**src/hw/rtl/lobl_pkg.sv**
```systemverilog
// Shared types and constants for the order book level block.
package lobl_pkg;

   localparam int ORDER_SLOTS  = 64;
   localparam int PRICE_LEVELS = 64;
   localparam int SLOT_W       = $clog2(ORDER_SLOTS);
   localparam int LVL_W        = $clog2(PRICE_LEVELS);
   localparam int CNT_W        =
      $clog2(((ORDER_SLOTS > PRICE_LEVELS) ? ORDER_SLOTS : PRICE_LEVELS) + 1);
   localparam int TOTAL_W      = 38;
   localparam int WORD_W       = 32;
   localparam int QUEUE_DEPTH  = 2;
   localparam int QPTR_W       = $clog2(QUEUE_DEPTH);

   typedef enum logic [1:0] {
      KIND_ADD    = 2'd0,
      KIND_CANCEL = 2'd1,
      KIND_MODIFY = 2'd2,
      KIND_QUERY  = 2'd3
   } kind_type;

   typedef enum logic [2:0] {
      STAT_OK        = 3'd0,
      STAT_ZERO_QTY  = 3'd1,
      STAT_NOT_FOUND = 3'd2,
      STAT_RANGE     = 3'd3,
      STAT_FULL      = 3'd4
   } status_type;

   typedef enum logic [2:0] {
      BS_IDLE,
      BS_SCAN,
      BS_TREAD,
      BS_TCALC,
      BS_LSCAN,
      BS_RESP
   } bstate_type;

   // classified request handed from front to back
   typedef struct packed {
      kind_type            kind;
      logic [WORD_W-1:0]   order_id;
      logic [WORD_W-1:0]   quantity;
      logic                is_buy;
      logic [LVL_W-1:0]    level;
      logic                in_range;
      logic                qty_zero;
   } cmd_type;

   typedef struct packed {
      logic [WORD_W-1:0]   order_id;
      logic [LVL_W-1:0]    level;
      logic [WORD_W-1:0]   quantity;
      logic                is_buy;
   } slot_type;

   localparam int SLOT_BITS = $bits(slot_type);

endpackage

```
**src/hw/rtl/lobl_if.sv**
```systemverilog
// Channel interfaces: request, response and register write.
interface lobl_req_if;
   logic        valid;
   logic        ready;
   logic [1:0]  kind;
   logic [31:0] order_id;
   logic [31:0] price;
   logic [31:0] quantity;
   logic        is_buy;
   modport source (output valid, kind, order_id, price, quantity, is_buy, input ready);
   modport sink   (input valid, kind, order_id, price, quantity, is_buy, output ready);
endinterface


```
**src/hw/rtl/lobl_front.sv**
```systemverilog
// Front end: accepts requests, maps price to level and queues them.
module lobl_front (
   input  logic                  clock,
   input  logic                  reset,
   lobl_req_if.sink              req,
   input  logic [31:0]           base,
   output logic                  cmd_valid,
   output lobl_pkg::cmd_type     cmd,
   input  logic                  cmd_pop
);
   lobl_pkg::cmd_type                q_ff [lobl_pkg::QUEUE_DEPTH];
   logic [lobl_pkg::QPTR_W-1:0]      wp_ff, wp_in, rp_ff, rp_in;
   logic [lobl_pkg::QPTR_W:0]        cnt_ff, cnt_in;
   lobl_pkg::cmd_type                new_cmd;
   logic [31:0]                      diff;
   logic                             push;

   assign req.ready = (cnt_ff < (lobl_pkg::QPTR_W+1)'(lobl_pkg::QUEUE_DEPTH));
   assign push      = req.valid && req.ready;
   assign diff      = req.price - base;

   always_comb begin
      new_cmd.kind     = lobl_pkg::kind_type'(req.kind);
      new_cmd.order_id = req.order_id;
      new_cmd.quantity = req.quantity;
      new_cmd.is_buy   = req.is_buy;
      new_cmd.level    = diff[lobl_pkg::LVL_W-1:0];
      new_cmd.in_range = (diff < 32'(lobl_pkg::PRICE_LEVELS));
      new_cmd.qty_zero = (req.quantity == '0);
   end

   always_comb begin
      wp_in  = push ? wp_ff + 1'b1 : wp_ff;
      rp_in  = cmd_pop ? rp_ff + 1'b1 : rp_ff;
      cnt_in = cnt_ff + (lobl_pkg::QPTR_W+1)'(push) - (lobl_pkg::QPTR_W+1)'(cmd_pop);
   end

   always_ff @(posedge clock) begin
      if (reset) begin
         wp_ff  <= '0;
         rp_ff  <= '0;
         cnt_ff <= '0;
      end else begin
         wp_ff  <= wp_in;
         rp_ff  <= rp_in;
         cnt_ff <= cnt_in;
      end
      if (push) begin
         q_ff[wp_ff] <= new_cmd;
      end
   end

   assign cmd_valid = (cnt_ff != '0);
   assign cmd       = q_ff[rp_ff];
endmodule

```
**src/flat_wrapper.sv**
```systemverilog
// flat-port wrapper written by rule: the top's interface ports become plain ports
module lobl_front_flat 
  (clock, reset, base, cmd_valid, cmd, cmd_pop, req_valid, req_kind, req_order_id, req_price, req_quantity, req_is_buy, req_ready);
  lobl_req_if req_i ();
  input  logic clock;
  input  logic reset;
  input  logic [31:0] base;
  output logic cmd_valid;
  output lobl_pkg::cmd_type cmd;
  input  logic cmd_pop;
  input wire logic [$bits(req_i.valid)-1:0] req_valid;
  input wire logic [$bits(req_i.kind)-1:0] req_kind;
  input wire logic [$bits(req_i.order_id)-1:0] req_order_id;
  input wire logic [$bits(req_i.price)-1:0] req_price;
  input wire logic [$bits(req_i.quantity)-1:0] req_quantity;
  input wire logic [$bits(req_i.is_buy)-1:0] req_is_buy;
  output wire logic [$bits(req_i.ready)-1:0] req_ready;
  assign req_i.valid = req_valid;
  assign req_i.kind = req_kind;
  assign req_i.order_id = req_order_id;
  assign req_i.price = req_price;
  assign req_i.quantity = req_quantity;
  assign req_i.is_buy = req_is_buy;
  assign req_ready = req_i.ready;
  lobl_front u_core (.clock(clock), .reset(reset), .req(req_i), .base(base), .cmd_valid(cmd_valid), .cmd(cmd), .cmd_pop(cmd_pop));
endmodule
```
**config.mk**
```make
export PLATFORM = sky130hd
export DESIGN_NAME = lobl_front_flat
export DESIGN_NICKNAME = d
export VERILOG_FILES = /design/src/hw/rtl/lobl_pkg.sv /design/src/hw/rtl/lobl_if.sv /design/src/hw/rtl/lobl_front.sv /design/src/flat_wrapper.sv
export SDC_FILE = /design/constraint.sdc
export NUM_CORES = 1
export LEC_CHECK = 0
export ABC_AREA = 1
export BUFFER_PORTS_ARGS = -buffer_cell sky130_fd_sc_hd__buf_2
export CAP_MARGIN = 10
export CORE_ASPECT_RATIO = 1.5
export CORE_MARGIN = 10
export CORE_UTILIZATION = 49
export DETAILED_ROUTE_END_ITERATION = 6
export PLACE_DENSITY = 0.77
export SYNTH_ARGS = -nofsm -noshare
export SYNTH_HDL_FRONTEND = slang
export SYNTH_SLANG_ARGS = --single-unit
```
**constraint.sdc**
```tcl
create_clock -name clock -period 3.8 [get_ports clock]
set_input_delay 0.38 -clock clock [delete_from_list [all_inputs] [get_ports clock]]
set_output_delay 0.38 -clock clock [all_outputs]
set_load 0.01 [all_outputs]
```
==> results.ini <==
[grt]
grt_pass1_vias = 6923
grt_max_degree = 76
grt_first_pass_wirelength_um = 35500
grt_overflow = 0
globalRouteTotalUtil = 0.195
antenna_found_initial = 4

[sta]
setup_ws_ps = 1340
fin_setup_tns_ps = 0
slew_headroom = 0.328
rsz0062_at_grt = false
period_share = 0.647
worstMarginPinSlew_ps = 1010
final-hold-violation-count = 0
finalSetupViolations = 0
skew_ps = 7.44
drv_slew = 0
finalCriticalPeriod_ps = 2460
fmax_ghz = 0.407

[floorplan]
start_util = 0.501
ios = 212
rows = 58
die-area_mm2 = 0.0230
die_x_um = 127
die_h_um = 181
core_area_mm2 = 0.0169

[drt]
num_vias = 6719
dr.pass1.iters = 5
via_per_inst = 5.06
routedWlPerCell_um = 17.3
drc = 0
wl_um = 23000
drt-initial-drc-count = 395
drtAntennaViolNets = 0

[power_and_ir_drop]
ir_drop_uv = 615
p_per_area_mw_per_mm2 = 487
leakagePower_nw = 5.00

[logic_synthesis]
synth_seq_cells = 155
synth_edf_count = 150
ys.flop_type = edfxtp_1
yosysMostFrequentCell = nand2_1
syn-cell-area_mm2 = 0.00847
seq_area_frac_synth = 0.544
syn_nets = 1048
synth_area_per_cell_um2 = 9.63
ys_warn_count = 0
synth_area_leaders = edfxtp_1 53%, nand2_1 11%, mux2_2 10%, inv_1 7.6%, ha_1 4.9%
async_flop_share = 0
synthTopCellsByCount = 257 x nand2_1, 171 x inv_1, 150 x edfxtp_1
yosys.area.top_type_share = 0.532
syn_inst = 879
yosys.area.top_type = edfxtp_1
synth_cell_types = 31

[clock_tree]
cts_resized = 0
clk_latency_ps = 460
cts_hold_buf = 0
post_cts_buffers = 0
clockBufferDepth = 3
cts_tree = done
clock_sinks = 155
clock-root-buffer = clkbuf_16
clk_pin_slew_worst_paths_ps = 50
cts_buffers = 25
htreeDepth = 4

[critical_path]
cp_slowest_stage_delay_ps = 960
r2r_start = u_core.cnt_ff[1]$_SDFF_PP0_
worstPathCellList = mux2_2 > buf_2
rrSetupSlack_ps = 1720
worstPathRequired_ps = 3420
cp_data_arrival_time_ps = 2080
critPathCapture = cmd[44]
worstRegToRegCells = 4
crit_fanout = 75
timing.rr.end = u_core.q_ff[1][46]$_DFFE_PP_
worstSetupStartpointType = flop
critPathSlowestCell = dfxtp_4
worstSetupEndpointType = output port
critical_path_class = flop to output port

[placement]
gp_congestion = 1.00
hpwl_um = 17700
dp_slack_ps = 1170
portBuffers = 211

[final_layout]
nets = 1280
syn_to_final_growth_pct = 23.6
drive_gt1_frac = 0.305

[worst_hold_path]
whs_path_depth = 1
hold_path.class = input pin to flop

[flow_run]
drv_cap = 0

[status]
status = completed

==> cells by family (layout without fill, tap and decap cells) <==
group	Yosys count	after routing	synth area share
muxes	75	75	0.0998
AOI/OAI and AO/OA	17	17	0.0108
and+or+nand+nor	407	407	0.204
adders and majority gates	34	34	0.0511
buffers and inverters	183	419	0.0819
other	0	3	0
xor gates and xnor gates	8	8	0.00828
DFF	155	155	0.544
==> state kept, by name (all words and copies together) (netlist names), named ones only <==
name and flops:
u_core.cnt_ff 2, u_core.q_ff 150, u_core.rp_ff 1, u_core.wp_ff 1
==> critical path, delay by kind of cell (launching register included) <==
family | cells | cell delay [ps]
buf+inv | 1 | 150
mux | 1 | 430
flops | 1 | 960
==> per-stage QoR <==
step                total power, mW  std cells  hold WS [ps]  instance area [um^2]  utilization
global placement               3.22       1294           496                  9780        0.579
finish                         5.09       1328           109                 10500        0.619
detailed placement             3.25       1294           515                  9780        0.579
global route                   5.31       1328          95.2                 10500        0.619
CTS                            5.13       1325          97.1                 10500        0.618
floorplan                      2.84        879           451                  8470            -
==> report_power, final <==
| group | total [mW] | switching [mW] | leakage, nW | internal, mW |
|---|---|---|---|---|
| sequential | 2.18 | 0.0731 | 1.43 | 2.10 |
| combinational | 1.05 | 0.631 | 3.24 | 0.415 |
| clock | 1.87 | 0.635 | 0.329 | 1.23 |
| total | 5.09 | 1.34 | 5.00 | 3.75 |
==> how the worst min path moves through the flow <==
stage | from | endpoint | slack [ps]
2_1_floorplan | reset | u_core.cnt_ff[0]$_SDFF_PP0_ | 450
3_3_place_gp | u_core.rp_ff$_SDFFE_PP0P_ | u_core.rp_ff$_SDFFE_PP0P_ | 500
3_5_place_dp | u_core.rp_ff$_SDFFE_PP0P_ | u_core.rp_ff$_SDFFE_PP0P_ | 510
4_1_cts | req_order_id[19] | u_core.q_ff[0][60]$_DFFE_PP_ | 100
5_1_grt | req_order_id[31] | u_core.q_ff[0][72]$_DFFE_PP_ | 100
6_report | req_order_id[23] | u_core.q_ff[1][64]$_DFFE_PP_ | 110
==> area by class of cell <==
class / count / area [um^2]
Sequential cell: 155 / 4610
Clock buffer: 28 / 637
Clock inverter: 3 / 37.5
Tap cell: 210 / 263
Antenna cell: 3 / 7.51
Fill cell: 1388 / 6440
Timing Repair Buffer: 213 / 1070
Multi-Input combinational cell: 541 / 3180
Inverter: 175 / 657
==> layout by cell type, fill, tap and decap left out, types with 4 or more instances in the layout <==
master	Yosys	routed
nand4_1	13	13
nor2_1	58	56
ha_1	33	33
buf_2	5	211
xor2_1	5	5
nand2_1	257	257
nand3_1	34	34
dfxtp_1	5	4
clkinv_1	2	4
inv_1	171	171
nor4_1	8	8
nand3b_1	6	6
nand2_2	12	12
a21oi_1	12	12
clkbuf_16	0	25
edfxtp_1	150	150
nor3_1	5	5
mux2_2	75	75
nor2_2	5	5
==> routing by layer <==
layer,part of all wire,GRT usage,wire length [um],vias up
met5,0.00056,0,13,-
met4,0.052,0.124,1200,2
met3,0.065,0.0390,1500,68
met2,0.53,0.359,12200,277
met1,0.35,0.192,8100,3049
li1,-,-,-,3323
Power figures use the tool's default switching activity.
